[src/hw/rtl/fdmd_pkg.sv]
`timescale 1ns / 1ps
// ----------------------------------------------------------------------------
// fdmd_pkg
// Shared types, register indexes and constants of the frame difference
// motion detector.
// ----------------------------------------------------------------------------
package fdmd_pkg;

  // Frame size limits, defaults for the top level parameters
  localparam int DEF_MAX_WIDTH  = 2048;
  localparam int DEF_MAX_HEIGHT = 2048;

  // Configuration port
  localparam int CFG_IDX_W  = 2;
  localparam int CFG_DATA_W = 23;
  localparam int SIZE_W     = 12;
  localparam int THR_W      = 8;
  localparam int CNT_W      = 23;

  localparam logic [CFG_IDX_W-1:0] CFG_FRAME_WIDTH     = 2'd0;
  localparam logic [CFG_IDX_W-1:0] CFG_FRAME_HEIGHT    = 2'd1;
  localparam logic [CFG_IDX_W-1:0] CFG_DIFF_THRESHOLD  = 2'd2;
  localparam logic [CFG_IDX_W-1:0] CFG_COUNT_THRESHOLD = 2'd3;

  localparam logic [SIZE_W-1:0] FRAME_WIDTH_RST     = 12'd640;
  localparam logic [SIZE_W-1:0] FRAME_HEIGHT_RST    = 12'd480;
  localparam logic [THR_W-1:0]  DIFF_THRESHOLD_RST  = 8'd20;
  localparam logic [CNT_W-1:0]  COUNT_THRESHOLD_RST = 23'd50000;

  localparam logic [CNT_W-1:0] CNT_MAX = {CNT_W{1'b1}};

  localparam int          PIX_W       = 8;
  localparam logic [7:0]  PIX_CHANGED = 8'd255;

  localparam int QUAD_W = 3;
  localparam logic [QUAD_W-1:0] QUAD_NONE         = 3'd0;
  localparam logic [QUAD_W-1:0] QUAD_RIGHT_TOP    = 3'd1;
  localparam logic [QUAD_W-1:0] QUAD_RIGHT_BOTTOM = 3'd2;
  localparam logic [QUAD_W-1:0] QUAD_LEFT_BOTTOM  = 3'd3;
  localparam logic [QUAD_W-1:0] QUAD_LEFT_TOP     = 3'd4;

  localparam int CENT_W = 11;

  // Depth of the queue between front and back
  localparam int FIFO_DEPTH = 32;

  typedef struct packed {
    logic [PIX_W-1:0] old_pixel;
    logic [PIX_W-1:0] new_pixel;
  } in_t;

  typedef struct packed {
    logic [PIX_W-1:0]  display_pixel;
    logic              frame_done;
    logic              motion_found;
    logic [QUAD_W-1:0] quadrant;
    logic [CENT_W-1:0] centroid_x;
    logic [CENT_W-1:0] centroid_y;
  } out_t;

  // One classified pixel on its way from front to back
  typedef struct packed {
    logic [PIX_W-1:0] display_pixel;
    logic             frame_done;
  } rec_t;

endpackage

[src/hw/rtl/fdmd_front.sv]
`timescale 1ns / 1ps
// ----------------------------------------------------------------------------
// fdmd_front
// Pixel classifier: position tracking, change test, running count and
// coordinate sums, and the end-of-frame snapshot for the back end.
// ----------------------------------------------------------------------------
module fdmd_front #(
  parameter int MAX_WIDTH  = fdmd_pkg::DEF_MAX_WIDTH,
  parameter int MAX_HEIGHT = fdmd_pkg::DEF_MAX_HEIGHT,
  localparam int CW   = $clog2(MAX_WIDTH),
  localparam int CH   = $clog2(MAX_HEIGHT),
  localparam int SUMW = $clog2(MAX_WIDTH * MAX_HEIGHT) + ((CW > CH) ? CW : CH)
) (
  input  logic                         clk,
  input  logic                         rst_n,
  input  logic                         push,
  input  fdmd_pkg::in_t                in_data,
  output logic                         full,
  input  logic [fdmd_pkg::SIZE_W-1:0]  frame_width,
  input  logic [fdmd_pkg::SIZE_W-1:0]  frame_height,
  input  logic [fdmd_pkg::THR_W-1:0]   diff_threshold,
  input  logic [fdmd_pkg::CNT_W-1:0]   count_threshold,
  input  logic                         q_full,
  output logic                         q_push,
  output fdmd_pkg::rec_t               q_data,
  input  logic                         snap_release,
  output logic                         snap_motion,
  output logic [fdmd_pkg::CNT_W-1:0]   snap_count,
  output logic [SUMW-1:0]              snap_sum_x,
  output logic [SUMW-1:0]              snap_sum_y,
  output logic [CW-1:0]                snap_half_w,
  output logic [CH-1:0]                snap_half_h
);

  localparam int WXW = ((CW > fdmd_pkg::SIZE_W) ? CW : fdmd_pkg::SIZE_W) + 1;
  localparam int WYW = ((CH > fdmd_pkg::SIZE_W) ? CH : fdmd_pkg::SIZE_W) + 1;

  logic [CW-1:0]              col_r;
  logic [CH-1:0]              row_r;
  logic [fdmd_pkg::CNT_W-1:0] cnt_r;
  logic [SUMW-1:0]            sum_x_r;
  logic [SUMW-1:0]            sum_y_r;
  logic                       busy_r;
  logic                       snap_motion_r;
  logic [fdmd_pkg::CNT_W-1:0] snap_count_r;
  logic [SUMW-1:0]            snap_sum_x_r;
  logic [SUMW-1:0]            snap_sum_y_r;
  logic [CW-1:0]              snap_half_w_r;
  logic [CH-1:0]              snap_half_h_r;

  logic [WXW-1:0]             w_eff;
  logic [WYW-1:0]             h_eff;
  logic                       last_col;
  logic                       last_row;
  logic                       last_pix;
  logic                       accept;
  logic [fdmd_pkg::PIX_W-1:0] abs_diff;
  logic                       changed;
  logic [fdmd_pkg::CNT_W-1:0] cnt_upd;
  logic [SUMW-1:0]            sum_x_upd;
  logic [SUMW-1:0]            sum_y_upd;

  // size zero acts as one, oversize acts as the limit
  always_comb begin
    if (frame_width == '0) begin
      w_eff = WXW'(1);
    end else if (WXW'(frame_width) > WXW'(MAX_WIDTH)) begin
      w_eff = WXW'(MAX_WIDTH);
    end else begin
      w_eff = WXW'(frame_width);
    end
    if (frame_height == '0) begin
      h_eff = WYW'(1);
    end else if (WYW'(frame_height) > WYW'(MAX_HEIGHT)) begin
      h_eff = WYW'(MAX_HEIGHT);
    end else begin
      h_eff = WYW'(frame_height);
    end
  end

  assign last_col = WXW'(col_r) >= (w_eff - WXW'(1));
  assign last_row = WYW'(row_r) >= (h_eff - WYW'(1));
  assign last_pix = last_col && last_row;

  // one frame-end snapshot: hold the frame's last pixel until it is free
  assign full   = q_full || (busy_r && last_pix);
  assign accept = push && !full;

  assign abs_diff = (in_data.old_pixel > in_data.new_pixel) ?
                    (in_data.old_pixel - in_data.new_pixel) :
                    (in_data.new_pixel - in_data.old_pixel);
  assign changed  = abs_diff > diff_threshold;

  always_comb begin
    cnt_upd   = cnt_r;
    sum_x_upd = sum_x_r;
    sum_y_upd = sum_y_r;
    if (changed) begin
      if (cnt_r != fdmd_pkg::CNT_MAX) begin
        cnt_upd = cnt_r + 1'b1;
      end
      sum_x_upd = sum_x_r + SUMW'(col_r);
      sum_y_upd = sum_y_r + SUMW'(row_r);
    end
  end

  assign q_push                = accept;
  assign q_data.display_pixel  = changed ? fdmd_pkg::PIX_CHANGED : in_data.new_pixel;
  assign q_data.frame_done     = last_pix;

  always_ff @(posedge clk) begin
    if (!rst_n) begin
      col_r   <= '0;
      row_r   <= '0;
      cnt_r   <= '0;
      sum_x_r <= '0;
      sum_y_r <= '0;
      busy_r  <= 1'b0;
    end else begin
      if (snap_release) begin
        busy_r <= 1'b0;
      end
      if (accept) begin
        if (last_pix) begin
          col_r   <= '0;
          row_r   <= '0;
          cnt_r   <= '0;
          sum_x_r <= '0;
          sum_y_r <= '0;
          busy_r  <= 1'b1;
        end else begin
          cnt_r   <= cnt_upd;
          sum_x_r <= sum_x_upd;
          sum_y_r <= sum_y_upd;
          if (last_col) begin
            col_r <= '0;
            row_r <= CH'(row_r + 1'b1);
          end else begin
            col_r <= CW'(col_r + 1'b1);
          end
        end
      end
    end
  end

  always_ff @(posedge clk) begin
    if (accept && last_pix) begin
      snap_motion_r <= cnt_upd > count_threshold;
      snap_count_r  <= cnt_upd;
      snap_sum_x_r  <= sum_x_upd;
      snap_sum_y_r  <= sum_y_upd;
      snap_half_w_r <= CW'(w_eff >> 1);
      snap_half_h_r <= CH'(h_eff >> 1);
    end
  end

  assign snap_motion = snap_motion_r;
  assign snap_count  = snap_count_r;
  assign snap_sum_x  = snap_sum_x_r;
  assign snap_sum_y  = snap_sum_y_r;
  assign snap_half_w = snap_half_w_r;
  assign snap_half_h = snap_half_h_r;

endmodule

[src/hw/rtl/fdmd_fifo.sv]
`timescale 1ns / 1ps
// ----------------------------------------------------------------------------
// fdmd_fifo
// Short request queue between the classifier and the back end.
// ----------------------------------------------------------------------------
module fdmd_fifo (
  input  logic           clk,
  input  logic           rst_n,
  input  logic           wr_en,
  input  fdmd_pkg::rec_t wr_data,
  output logic           q_full,
  input  logic           rd_en,
  output fdmd_pkg::rec_t rd_data,
  output logic           q_empty
);

  localparam int AW = $clog2(fdmd_pkg::FIFO_DEPTH);

  fdmd_pkg::rec_t mem_r [fdmd_pkg::FIFO_DEPTH];
  fdmd_pkg::rec_t head_r;
  logic [AW-1:0]  wr_ptr_r;
  logic [AW-1:0]  rd_ptr_r;
  logic [AW:0]    count_r;
  logic [AW-1:0]  rd_nxt;
  logic           do_wr;
  logic           do_rd;

  assign q_full  = count_r == (AW+1)'(fdmd_pkg::FIFO_DEPTH);
  assign q_empty = count_r == '0;
  assign do_wr   = wr_en && !q_full;
  assign do_rd   = rd_en && !q_empty;
  assign rd_nxt  = !do_rd ? rd_ptr_r :
                   (rd_ptr_r == AW'(fdmd_pkg::FIFO_DEPTH - 1)) ? '0 : AW'(rd_ptr_r + 1'b1);
  assign rd_data = head_r;

  always_ff @(posedge clk) begin
    if (do_wr) begin
      mem_r[wr_ptr_r] <= wr_data;
    end
  end

  // registered head; a write into an otherwise empty queue goes straight through
  always_ff @(posedge clk) begin
    if (do_wr && (rd_nxt == wr_ptr_r)) begin
      head_r <= wr_data;
    end else begin
      head_r <= mem_r[rd_nxt];
    end
  end

  always_ff @(posedge clk) begin
    if (!rst_n) begin
      wr_ptr_r <= '0;
      rd_ptr_r <= '0;
      count_r  <= '0;
    end else begin
      if (do_wr) begin
        wr_ptr_r <= (wr_ptr_r == AW'(fdmd_pkg::FIFO_DEPTH - 1)) ? '0 : AW'(wr_ptr_r + 1'b1);
      end
      rd_ptr_r <= rd_nxt;
      if (do_wr && !do_rd) begin
        count_r <= count_r + 1'b1;
      end else if (do_rd && !do_wr) begin
        count_r <= count_r - 1'b1;
      end
    end
  end

endmodule

[src/hw/rtl/fdmd_back.sv]
`timescale 1ns / 1ps
// ----------------------------------------------------------------------------
// fdmd_back
// Result stage: passes pixels to the output register and, on a frame with
// motion, works out quadrant and centroid with one restoring divider per axis.
// ----------------------------------------------------------------------------
module fdmd_back #(
  parameter int MAX_WIDTH  = fdmd_pkg::DEF_MAX_WIDTH,
  parameter int MAX_HEIGHT = fdmd_pkg::DEF_MAX_HEIGHT,
  localparam int CW   = $clog2(MAX_WIDTH),
  localparam int CH   = $clog2(MAX_HEIGHT),
  localparam int SUMW = $clog2(MAX_WIDTH * MAX_HEIGHT) + ((CW > CH) ? CW : CH)
) (
  input  logic                       clk,
  input  logic                       rst_n,
  input  logic                       q_empty,
  input  fdmd_pkg::rec_t             q_head,
  output logic                       q_pop,
  input  logic                       snap_motion,
  input  logic [fdmd_pkg::CNT_W-1:0] snap_count,
  input  logic [SUMW-1:0]            snap_sum_x,
  input  logic [SUMW-1:0]            snap_sum_y,
  input  logic [CW-1:0]              snap_half_w,
  input  logic [CH-1:0]              snap_half_h,
  output logic                       snap_release,
  output fdmd_pkg::out_t             out_data,
  output logic                       empty,
  input  logic                       pop
);

  localparam int NW  = fdmd_pkg::CNT_W;
  localparam int PXW = CW + NW;
  localparam int PYW = CH + NW;
  localparam int XCW = (SUMW > PXW) ? SUMW : PXW;
  localparam int YCW = (SUMW > PYW) ? SUMW : PYW;
  localparam int ITW = $clog2(SUMW);

  localparam logic [1:0] ST_IDLE = 2'd0;
  localparam logic [1:0] ST_MUL  = 2'd1;
  localparam logic [1:0] ST_DIV  = 2'd2;
  localparam logic [1:0] ST_FIN  = 2'd3;

  logic [1:0]      state_r;
  logic [1:0]      state_nxt;
  logic [PXW-1:0]  hx_r;
  logic [PYW-1:0]  hy_r;
  logic [SUMW-1:0] qx_r;
  logic [SUMW-1:0] qy_r;
  logic [NW-1:0]   rx_r;
  logic [NW-1:0]   ry_r;
  logic [ITW-1:0]  iter_r;
  fdmd_pkg::out_t  out_r;
  logic            out_valid_r;

  logic            out_free;
  logic            load_pix;
  logic            load_frame;
  logic [NW:0]     rx_sh;
  logic [NW:0]     ry_sh;
  logic            x_ge;
  logic            y_ge;
  logic            gx;
  logic            lx;
  logic            gy;
  logic            ly;
  logic [fdmd_pkg::QUAD_W-1:0] quad;

  assign out_free = !out_valid_r || pop;

  always_comb begin
    state_nxt  = state_r;
    load_pix   = 1'b0;
    load_frame = 1'b0;
    unique case (state_r)
      ST_IDLE: begin
        if (!q_empty) begin
          if (q_head.frame_done && snap_motion) begin
            state_nxt = ST_MUL;
          end else if (out_free) begin
            load_pix = 1'b1;
          end
        end
      end
      ST_MUL: begin
        state_nxt = ST_DIV;
      end
      ST_DIV: begin
        if (iter_r == ITW'(SUMW - 1)) begin
          state_nxt = ST_FIN;
        end
      end
      ST_FIN: begin
        if (out_free) begin
          load_frame = 1'b1;
          state_nxt  = ST_IDLE;
        end
      end
      default: begin
        state_nxt = ST_IDLE;
      end
    endcase
  end

  assign q_pop        = load_pix || load_frame;
  assign snap_release = (load_pix && q_head.frame_done) || load_frame;

  // one restoring step per cycle, both axes side by side
  assign rx_sh = {rx_r, qx_r[SUMW-1]};
  assign ry_sh = {ry_r, qy_r[SUMW-1]};
  assign x_ge  = rx_sh >= {1'b0, snap_count};
  assign y_ge  = ry_sh >= {1'b0, snap_count};

  // exact mean against the centre lines by cross multiplication
  assign gx = XCW'(snap_sum_x) > XCW'(hx_r);
  assign lx = XCW'(snap_sum_x) < XCW'(hx_r);
  assign gy = YCW'(snap_sum_y) > YCW'(hy_r);
  assign ly = YCW'(snap_sum_y) < YCW'(hy_r);

  always_comb begin
    if (gx && ly) begin
      quad = fdmd_pkg::QUAD_RIGHT_TOP;
    end else if (gx && gy) begin
      quad = fdmd_pkg::QUAD_RIGHT_BOTTOM;
    end else if (lx && gy) begin
      quad = fdmd_pkg::QUAD_LEFT_BOTTOM;
    end else if (lx && ly) begin
      quad = fdmd_pkg::QUAD_LEFT_TOP;
    end else begin
      quad = fdmd_pkg::QUAD_NONE;
    end
  end

  always_ff @(posedge clk) begin
    if (!rst_n) begin
      state_r     <= ST_IDLE;
      out_valid_r <= 1'b0;
    end else begin
      state_r <= state_nxt;
      if (load_pix || load_frame) begin
        out_valid_r <= 1'b1;
      end else if (pop) begin
        out_valid_r <= 1'b0;
      end
    end
  end

  always_ff @(posedge clk) begin
    if (state_r == ST_MUL) begin
      hx_r   <= PXW'(snap_half_w * snap_count);
      hy_r   <= PYW'(snap_half_h * snap_count);
      qx_r   <= snap_sum_x;
      qy_r   <= snap_sum_y;
      rx_r   <= '0;
      ry_r   <= '0;
      iter_r <= '0;
    end else if (state_r == ST_DIV) begin
      qx_r   <= {qx_r[SUMW-2:0], x_ge};
      qy_r   <= {qy_r[SUMW-2:0], y_ge};
      rx_r   <= x_ge ? NW'(rx_sh - {1'b0, snap_count}) : NW'(rx_sh);
      ry_r   <= y_ge ? NW'(ry_sh - {1'b0, snap_count}) : NW'(ry_sh);
      iter_r <= ITW'(iter_r + 1'b1);
    end
  end

  always_ff @(posedge clk) begin
    if (load_pix) begin
      out_r.display_pixel <= q_head.display_pixel;
      out_r.frame_done    <= q_head.frame_done;
      out_r.motion_found  <= 1'b0;
      out_r.quadrant      <= fdmd_pkg::QUAD_NONE;
      out_r.centroid_x    <= '0;
      out_r.centroid_y    <= '0;
    end else if (load_frame) begin
      out_r.display_pixel <= q_head.display_pixel;
      out_r.frame_done    <= 1'b1;
      out_r.motion_found  <= 1'b1;
      out_r.quadrant      <= quad;
      out_r.centroid_x    <= fdmd_pkg::CENT_W'(qx_r);
      out_r.centroid_y    <= fdmd_pkg::CENT_W'(qy_r);
    end
  end

  assign out_data = out_r;
  assign empty    = !out_valid_r;

endmodule

[src/hw/rtl/frame_difference_motion_detector_unit.sv]
`timescale 1ns / 1ps
// ----------------------------------------------------------------------------
// frame_difference_motion_detector_unit
// Frame differencing motion detector: marks changed pixels and reports
// motion, quadrant and centroid at the end of every frame.
// ----------------------------------------------------------------------------
//
//  Channel   Ports                                 Moves
//  -------   -----------------------------------   -----------------------------
//  input     push, full, in_data                   one pixel pair per request
//  result    pop, empty, out_data                  one result per pixel, in order
//  config    cfg_we, cfg_index, cfg_wdata          register write, no wait
//
//  Ordinary pixels run at one request per cycle while neither queue nor output
//  stalls; the classifier takes one pixel a cycle, the result stage moves one
//  a cycle into its output reg. A frame end with motion holds the result stage
//  in its per-axis restoring dividers over SUMW-bit sums (SUMW = 33 at the
//  default 2048 x 2048 limit); the classifier keeps taking next-frame pixels
//  into the 32-entry queue meanwhile, and only stalls when that queue fills or
//  a second frame end arrives before the first is reported.
//  Reset is synchronous, active low, and restores the register defaults.
//
module frame_difference_motion_detector_unit #(
  parameter int MAX_WIDTH  = fdmd_pkg::DEF_MAX_WIDTH,
  parameter int MAX_HEIGHT = fdmd_pkg::DEF_MAX_HEIGHT
) (
  input  logic                            clk,
  input  logic                            rst_n,
  input  logic                            push,
  input  fdmd_pkg::in_t                   in_data,
  output logic                            full,
  output fdmd_pkg::out_t                  out_data,
  output logic                            empty,
  input  logic                            pop,
  input  logic                            cfg_we,
  input  logic [fdmd_pkg::CFG_IDX_W-1:0]  cfg_index,
  input  logic [fdmd_pkg::CFG_DATA_W-1:0] cfg_wdata
);

  localparam int CW   = $clog2(MAX_WIDTH);
  localparam int CH   = $clog2(MAX_HEIGHT);
  localparam int SUMW = $clog2(MAX_WIDTH * MAX_HEIGHT) + ((CW > CH) ? CW : CH);

  // configuration registers
  logic [fdmd_pkg::SIZE_W-1:0] frame_width_r;
  logic [fdmd_pkg::SIZE_W-1:0] frame_height_r;
  logic [fdmd_pkg::THR_W-1:0]  diff_threshold_r;
  logic [fdmd_pkg::CNT_W-1:0]  count_threshold_r;

  // front to queue
  logic           q_push;
  fdmd_pkg::rec_t q_wdata;
  logic           q_full;
  // queue to back
  logic           q_pop;
  fdmd_pkg::rec_t q_head;
  logic           q_empty;

  // frame-end snapshot
  logic                       snap_motion;
  logic [fdmd_pkg::CNT_W-1:0] snap_count;
  logic [SUMW-1:0]            snap_sum_x;
  logic [SUMW-1:0]            snap_sum_y;
  logic [CW-1:0]              snap_half_w;
  logic [CH-1:0]              snap_half_h;
  logic                       snap_release;

  always_ff @(posedge clk) begin
    if (!rst_n) begin
      frame_width_r     <= fdmd_pkg::FRAME_WIDTH_RST;
      frame_height_r    <= fdmd_pkg::FRAME_HEIGHT_RST;
      diff_threshold_r  <= fdmd_pkg::DIFF_THRESHOLD_RST;
      count_threshold_r <= fdmd_pkg::COUNT_THRESHOLD_RST;
    end else if (cfg_we) begin
      unique case (cfg_index)
        fdmd_pkg::CFG_FRAME_WIDTH: begin
          frame_width_r <= cfg_wdata[fdmd_pkg::SIZE_W-1:0];
        end
        fdmd_pkg::CFG_FRAME_HEIGHT: begin
          frame_height_r <= cfg_wdata[fdmd_pkg::SIZE_W-1:0];
        end
        fdmd_pkg::CFG_DIFF_THRESHOLD: begin
          diff_threshold_r <= cfg_wdata[fdmd_pkg::THR_W-1:0];
        end
        fdmd_pkg::CFG_COUNT_THRESHOLD: begin
          count_threshold_r <= cfg_wdata[fdmd_pkg::CNT_W-1:0];
        end
        default: begin
        end
      endcase
    end
  end

  // classifier: position, change test, running sums
  fdmd_front #(
    .MAX_WIDTH  (MAX_WIDTH),
    .MAX_HEIGHT (MAX_HEIGHT)
  ) u_front (
    .clk             (clk),
    .rst_n           (rst_n),
    .push            (push),
    .in_data         (in_data),
    .full            (full),
    .frame_width     (frame_width_r),
    .frame_height    (frame_height_r),
    .diff_threshold  (diff_threshold_r),
    .count_threshold (count_threshold_r),
    .q_full          (q_full),
    .q_push          (q_push),
    .q_data          (q_wdata),
    .snap_release    (snap_release),
    .snap_motion     (snap_motion),
    .snap_count      (snap_count),
    .snap_sum_x      (snap_sum_x),
    .snap_sum_y      (snap_sum_y),
    .snap_half_w     (snap_half_w),
    .snap_half_h     (snap_half_h)
  );

  // decouples pixel intake from the end-of-frame divide
  fdmd_fifo u_fifo (
    .clk     (clk),
    .rst_n   (rst_n),
    .wr_en   (q_push),
    .wr_data (q_wdata),
    .q_full  (q_full),
    .rd_en   (q_pop),
    .rd_data (q_head),
    .q_empty (q_empty)
  );

  // result stage with divider and output register
  fdmd_back #(
    .MAX_WIDTH  (MAX_WIDTH),
    .MAX_HEIGHT (MAX_HEIGHT)
  ) u_back (
    .clk          (clk),
    .rst_n        (rst_n),
    .q_empty      (q_empty),
    .q_head       (q_head),
    .q_pop        (q_pop),
    .snap_motion  (snap_motion),
    .snap_count   (snap_count),
    .snap_sum_x   (snap_sum_x),
    .snap_sum_y   (snap_sum_y),
    .snap_half_w  (snap_half_w),
    .snap_half_h  (snap_half_h),
    .snap_release (snap_release),
    .out_data     (out_data),
    .empty        (empty),
    .pop          (pop)
  );

endmodule

[config.mk]
export PLATFORM = sky130hd
export DESIGN_NAME = frame_difference_motion_detector_unit
export DESIGN_NICKNAME = d
export VERILOG_FILES = /design/src/hw/rtl/fdmd_pkg.sv /design/src/hw/rtl/fdmd_front.sv /design/src/hw/rtl/fdmd_fifo.sv /design/src/hw/rtl/fdmd_back.sv /design/src/hw/rtl/frame_difference_motion_detector_unit.sv
export SDC_FILE = /design/constraint.sdc
export NUM_CORES = 2
export LEC_CHECK = 0
export BUFFER_PORTS_ARGS = -buffer_cell sky130_fd_sc_hd__buf_2
export CAP_MARGIN = 25
export CORE_AREA = 2 2 398 400
export CTS_CLUSTER_DIAMETER = 200
export DETAILED_ROUTE_END_ITERATION = 10
export DIE_AREA = 0 0 400 402
export PLACE_DENSITY_LB_ADDON = 0.12
export SYNTH_ARGS = -nofsm -noshare
export SYNTH_HDL_FRONTEND = slang
export SYNTH_SLANG_ARGS = --single-unit
export TNS_END_PERCENT = 50
[constraint.sdc]
create_clock -name clk -period 14.4 [get_ports clk]
set_input_delay 0.72 -clock clk [delete_from_list [all_inputs] [get_ports clk]]
set_output_delay 0.72 -clock clk [all_outputs]
set_load 0.1 [all_outputs]
-- Word-level counts from Yosys, hierarchy flattened
Memory sizes are Yosys's and may differ from the RTL's. A register that Yosys moved wholly into a read port is not among the register bits.
Cells that the tools add are included.
- $add $sub $neg: 16
- multipliers: 2
- magnitude comparators: 13
- equal/unequal tests: 15
- muxes and demuxes: 51
- reduce and logical (&&, ||, !) cells: 40
- operator list (cell ; number):
    $mux W33 ; 8
    $mux W23 ; 5
    $mux W35 ; 2
    $gt A33 B34 Y1 ; 2
    $lt A33 B34 Y1 ; 2
    $mul A11 B23 Y34 ; 2
    $add A33 B11 Y33 ; 2
    $ge A24 B23 Y1 ; 2
    $sub A23 B23 Y23 ; 2
    $mux W11 ; 4
    $mux W12 ; 3
    $ge A11 B13 Y1 ; 2
    $gt A12 B12 Y1 const B ; 2
    $logic_not A12 Y1 ; 2
    $add A23 B1 Y23 const B ; 1
    $gt A23 B23 Y1 ; 1
    $ne A23 B23 Y1 const B ; 1
    $add A11 B1 Y11 const B ; 2
    $gt A8 B8 Y1 ; 2
    $mux W8 ; 2
    $sub A8 B8 Y8 ; 2
    $mux W5 ; 3
    $logic_and A1 B1 Y1 ; 14
    $mux W13 ; 1
    other kinds (23) ; 68
- bits in registers: 519
- memory bits (writable): 288
- input port bits: 46
- output and inout port bits: 37
- memories kept: 1
- memories (memory ; words ; bits a word ; rd ports ; clocked after memory_dff ; write ports ; RTL line ; RTL):
    u_fifo.mem_r ; 32 ; 9 ; 1 ; 1 ; 1 ; fdmd_fifo.sv:19 ; fdmd_pkg::rec_t mem_r [fdmd_pkg::FIFO_DEPTH];

-- Logic depth before layout (Yosys ltp)
- depth in word-level cells: 15
- depth in mapped cells: 33

-- Modules after synthesis
From an unflattened synthesis, not the netlist that was laid out.
- cells, all modules: 5438
- area, all modules: 56241.4 sq um
- by module, submodules not included (module ; instances ; cells an instance ; area each (sq um) ; seq. area each (sq um)):
    fdmd_back ; 1 ; 3089 ; 28413.5 ; 5915.7
    fdmd_front ; 1 ; 1435 ; 13341.5 ; 5605.4
    fdmd_fifo ; 1 ; 693 ; 12300.5 ; 9068.7
    frame_difference_motion_detector_unit ; 1 ; 221 ; 2185.8 ; 1101.1

-- Worst setup path after synthesis
Ideal clock, no wire load.
- kind: register to register
- start: reg frame_width_r[5] (netlist name)
- end: reg u_front.snap_count_r (netlist bit u_front.snap_count[0]), enable pin
- arrival: 10.855 ns
- required time: 13.678 ns
- path slack: 2.823 ns
- stages on the path, launching flop included: 18
- path buffers: 1
- cells stage by stage: dfxtp_1 nor4_1 nand2_1 o41ai_1 o31ai_1 o21ai_0 nor2_1 o21ai_0 xor2_1 ha_1 nand2_1 nand2_1 a21oi_1 a211o_1 a21oi_1 nand2_1 clkbuf_1 nor3_1
- longest elaborated chain between the ends: 11
- elaborated cells between the ends (all ways): 12
- ends and longest elaborated chain (element ; RTL line ; RTL):
    start, declared ; frame_difference_motion_detector_unit.sv:45 ; logic [fdmd_pkg::SIZE_W-1:0] frame_width_r;
    start signal, assigned ; frame_difference_motion_detector_unit.sv:70 ; frame_width_r <= fdmd_pkg::FRAME_WIDTH_RST;
    start signal, assigned ; frame_difference_motion_detector_unit.sv:77 ; frame_width_r <= cfg_wdata[fdmd_pkg::SIZE_W-1:0];
    $gt A12 B12 Y1 ; fdmd_front.sv:67 ; end else if (WXW'(frame_width) > WXW'(MAX_WIDTH)) begin
    $mux W12 ; fdmd_front.sv:67 ;
    $mux W12 (*) ; fdmd_front.sv:65 ; if (frame_width == '0) begin
    $sub A12 B1 Y13 (*) ; fdmd_front.sv:81 ; assign last_col = WXW'(col_r) >= (w_eff - WXW'(1));
    $ge A11 B13 Y1 (*) ; fdmd_front.sv:81 ;
    $logic_and A1 B1 Y1 (*) ; fdmd_front.sv:83 ; assign last_pix = last_col && last_row;
    $logic_and A1 B1 Y1 ; fdmd_front.sv:86 ; assign full = q_full || (busy_r && last_pix);
    $logic_or A1 B1 Y1 ; fdmd_front.sv:86 ;
    $logic_not A1 Y1 ; fdmd_front.sv:87 ; assign accept = push && !full;
    $logic_and A1 B1 Y1 ; fdmd_front.sv:87 ;
    $logic_and A1 B1 Y1 (*) ; fdmd_front.sv:147 ; if (accept && last_pix) begin
    end signal, assigned ; fdmd_front.sv:149 ; snap_count_r <= cnt_upd;
    end, declared ; fdmd_front.sv:45 ; logic [fdmd_pkg::CNT_W-1:0] snap_count_r;
Every way passes the cells marked *; elsewhere a longest branch is shown, timed or not.
A chain may end at the register's enable or synchronous reset.

-- Final worst setup path
- start: reg u_front.snap_half_w_r[10] (netlist: u_front.snap_half_w[10])
- end: reg u_back.hx_r[31] (data pin)
- longest elaborated chain between the ends: 1
- ends and longest elaborated chain (element ; RTL line ; RTL):
    start, declared ; fdmd_front.sv:48 ; logic [CW-1:0] snap_half_w_r;
    start signal, assigned ; fdmd_front.sv:152 ; snap_half_w_r <= CW'(w_eff >> 1);
    $mul A11 B23 Y34 ; fdmd_back.sv:149 ; hx_r <= PXW'(snap_half_w * snap_count);
    end signal, assigned ; fdmd_back.sv:149 ;
    end, declared ; fdmd_back.sv:45 ; logic [PXW-1:0] hx_r;
Every way passes these cells.

==> results.ini <==
[outcome]
status = finished, final reports clean

[synth]
synthFlopType = edfxtp_1
yosys_warnings = 0
syn_area_um2 = 54500
netlist_top_cells_count = 639 x nand2_1, 543 x edfxtp_1, 537 x inv_1
syn_avg_cell_area_um2 = 10.7
synth_seq_cells = 812
ys_async_sr_fraction_pct = 0
synth-seq-area-share_pct = 39.8
syn_inst = 5110
syn_nets = 5908
synth.largest_area_cell = edfxtp_1
synth.most_common_cell = nand2_1
synth_edf_count = 543
synth_area_leaders = edfxtp_1 30%, fa_1 14%, dfxtp_1 9.9%
synth_top_area_share_pct = 29.9
synth_cell_types = 79

[die]
num_io_pins = 83
die_w_um = 400
dieArea_um2 = 161000
core_area_um2 = 157000
die-height_um = 402
start_util_pct = 34.7
placementRows = 146

[global_routing]
met1_usage_pct = 27.6
grt_antenna_before_repair = 8
busiest_layer = met2
use_met3_pct = 3.24
grt_pass1_vias = 38300
grt_start_max_net_pins = 74
track_usage_pct = 19.4
overflow = 0
grt_pass1_wl_um = 238000
groute.layer.met2.usage_pct = 30.1

[worst_setup_path]
worstSetupPathType = reg2reg
crit_family = adder cells
slowest_stage = edfxtp_1
r2r_slack_ps = 7280
crit_required_ps = 14800
startpoint_type = register
cp_slowest_stage_delay_ps = 930
crit_fanout = 23
critPathBufInv = 1
endpoint_kind = register
path_cells = nand2_1 > fa_1 > inv_1 > fa_1 > fa_1 > fa_1 > fa_1 > ha_1 > and3_1 > nand4_1 > nor2_1 > nand3_1 > a31oi_1 > a21oi_1 > o31ai_1 > o311ai_0
critPathMostFrequentCell = fa_1
cp.arrival_ps = 7520

[sta]
fin_tns_setup_ps = 0
max_slew.worst_pin.slew_ps = 1080
setup_viol = 0
maxSlewViolCount = 0
max_slew_margin_pct = 28.1
fmax_mhz = 140
fin_crit_sh_pct = 49.5
period_minus_slack_ps = 7120
rsz0062_at_grt = no
hold_viol_final = 0
skew_ps = 97.3

[layout]
final_area_um2 = 61000
syn_to_final_growth_pct = 11.9
num-nets-final = 5936
drive_gt1_share_pct = 9.84

[power_and_ir_drop]
sw_frac_of_total_pct = 32.4
p_seq_share_pct = 40.1
p_switching_mw = 2.44
clkPwrFrac_pct = 34.8
intPower_mw = 5.09
power_frac_comb_pct = 25.1
p_per_area_nw_per_um2 = 124
leakage_nw = 24.4
peakVddDrop_v = 0.000181

[detailed_routing]
drtAntennaViolNets = 0
via_count = 37700
viasPerCell = 5.16
drc_errors = 0
drt-total-wl_um = 155000
drtIter0Drc = 2294
wire_per_inst_um = 21.2
first_pass_iters = 5

[clocking]
cts_sinks = 812
cts_tree = yes
clock-root-buffer = clkbuf_16
worstSkewPairLatency_ps = 760
ctsHtreeMaxLevel = 3
cts-resized-gates = 0
cts_buffer_depth = 3
cts_setup_buffers = 0
clk_pin_slew_ps = 60
ctsHoldBuffers = 0
numCtsBuffers = 98

[place]
dpl.hpwl_um = 112000
gp_congestion = 0.817
io_buffers = 82
post_dp_cell_area_um2 = 57400

[min_path]
hp-class = in2reg

[flow_run]
maxCapViolCount = 0

[metal layers]
metal / vias up / routed length (um)
li1: 17800 / -
met1: 19000 / 73100
met2: 692 / 69800
met3: 173 / 7160
met4: 10 / 4810
met5: - / 60
[cell families (layout without fill, tap and decap cells)]
family | Yosys count | after routing | share of synthesized area [%]
buffers and inverters | 772 | 885 | 5.34
multiplexers | 189 | 189 | 5.70
AO/OA/AOI/OAI | 832 | 832 | 9.95
other | 0 | 1 | 0
flip-flops | 812 | 812 | 39.8
AND/OR/NAND/NOR | 1570 | 1570 | 13.8
XOR/XNOR | 183 | 183 | 2.94
adder cells (fa/ha/maj) | 752 | 752 | 22.5
[registers in the layout, indices dropped and copies added (netlist names), 33 cells and up, named ones only]
signal              cells
u_back.hx_r            34
u_back.hy_r            34
u_back.out_data        35
u_back.qx_r            33
u_back.qy_r            33
u_fifo.mem_r          288
u_front.snap_sum_x     33
u_front.snap_sum_y     33
u_front.sum_x_r        33
u_front.sum_y_r        33
[power groups by stage]
stage	registers, mW	logic, mW	clock network (mW)
4_1_cts	3.03	1.92	2.70
6_report	3.02	1.89	2.62
3_3_place_gp	3.08	1.88	0
3_5_place_dp	3.07	1.91	0
2_1_floorplan	3.18	1.22	0
5_1_grt	3.05	2.08	2.79
[layout by cell type (no fill, tap or decap), drive strengths merged, types with 90 or more instances in the layout]
master / n
ha: 369
a21oi: 234
fa: 383
dfxtp: 269
o21ai: 148
clkbuf: 141
a21o: 95
xnor2: 133
edfxtp: 543
buf: 162
mux4: 90
inv: 543
and2: 205
nor2: 225
nand3: 101
nand2: 639
[area by class of cell]
type                            instances  area, um2
Inverter                              538       2020
Clock inverter                         44        639
Tap cell                             2072       2590
Fill cell                           15400      96100
Clock buffer                          141       2810
Multi-Input combinational cell       3526      30100
Timing Repair Buffer                  162       1190
Antenna cell                            1       2.50
Sequential cell                       812      21700
[path summary, 6_finish.rpt]
check,start,end,cells past startpoint
worst min register to register,diff_threshold_r[3]$_SDFFE_PN0P_,diff_threshold_r[3]$_SDFFE_PN0P_,2
worst max-delay path,u_front.snap_half_w[10]$_DFFE_PP_,u_back.hx_r[31]$_DFFE_PP_,16
worst min-delay path,cfg_wdata[15],count_threshold_r[15]$_SDFFE_PN1P_,3
worst max register to register,u_front.snap_half_w[10]$_DFFE_PP_,u_back.hx_r[31]$_DFFE_PP_,16
[through the flow]
step	hold slack, ps	power (mW)	utilization [%]	std cells	setup slack (ps)
2_1_floorplan	436	4.39	-	5110	2820
3_3_place_gp	445	4.96	36.5	7097	7110
3_5_place_dp	450	4.99	36.5	7102	7090
4_1_cts	171	7.64	38.7	7287	7140
5_1_grt	209	7.92	38.8	7295	6970
6_report	227	7.54	38.8	7296	7280
[worst min-delay path, delay by kind of cell]
| family | cells | cell delay [ps] |
|---|---|---|
| buf+inv | 1 | 70 |
| compound gates | 1 | 70 |
| simple gates | 1 | 40 |
No activity file was read; power rests on OpenSTA's default activity.
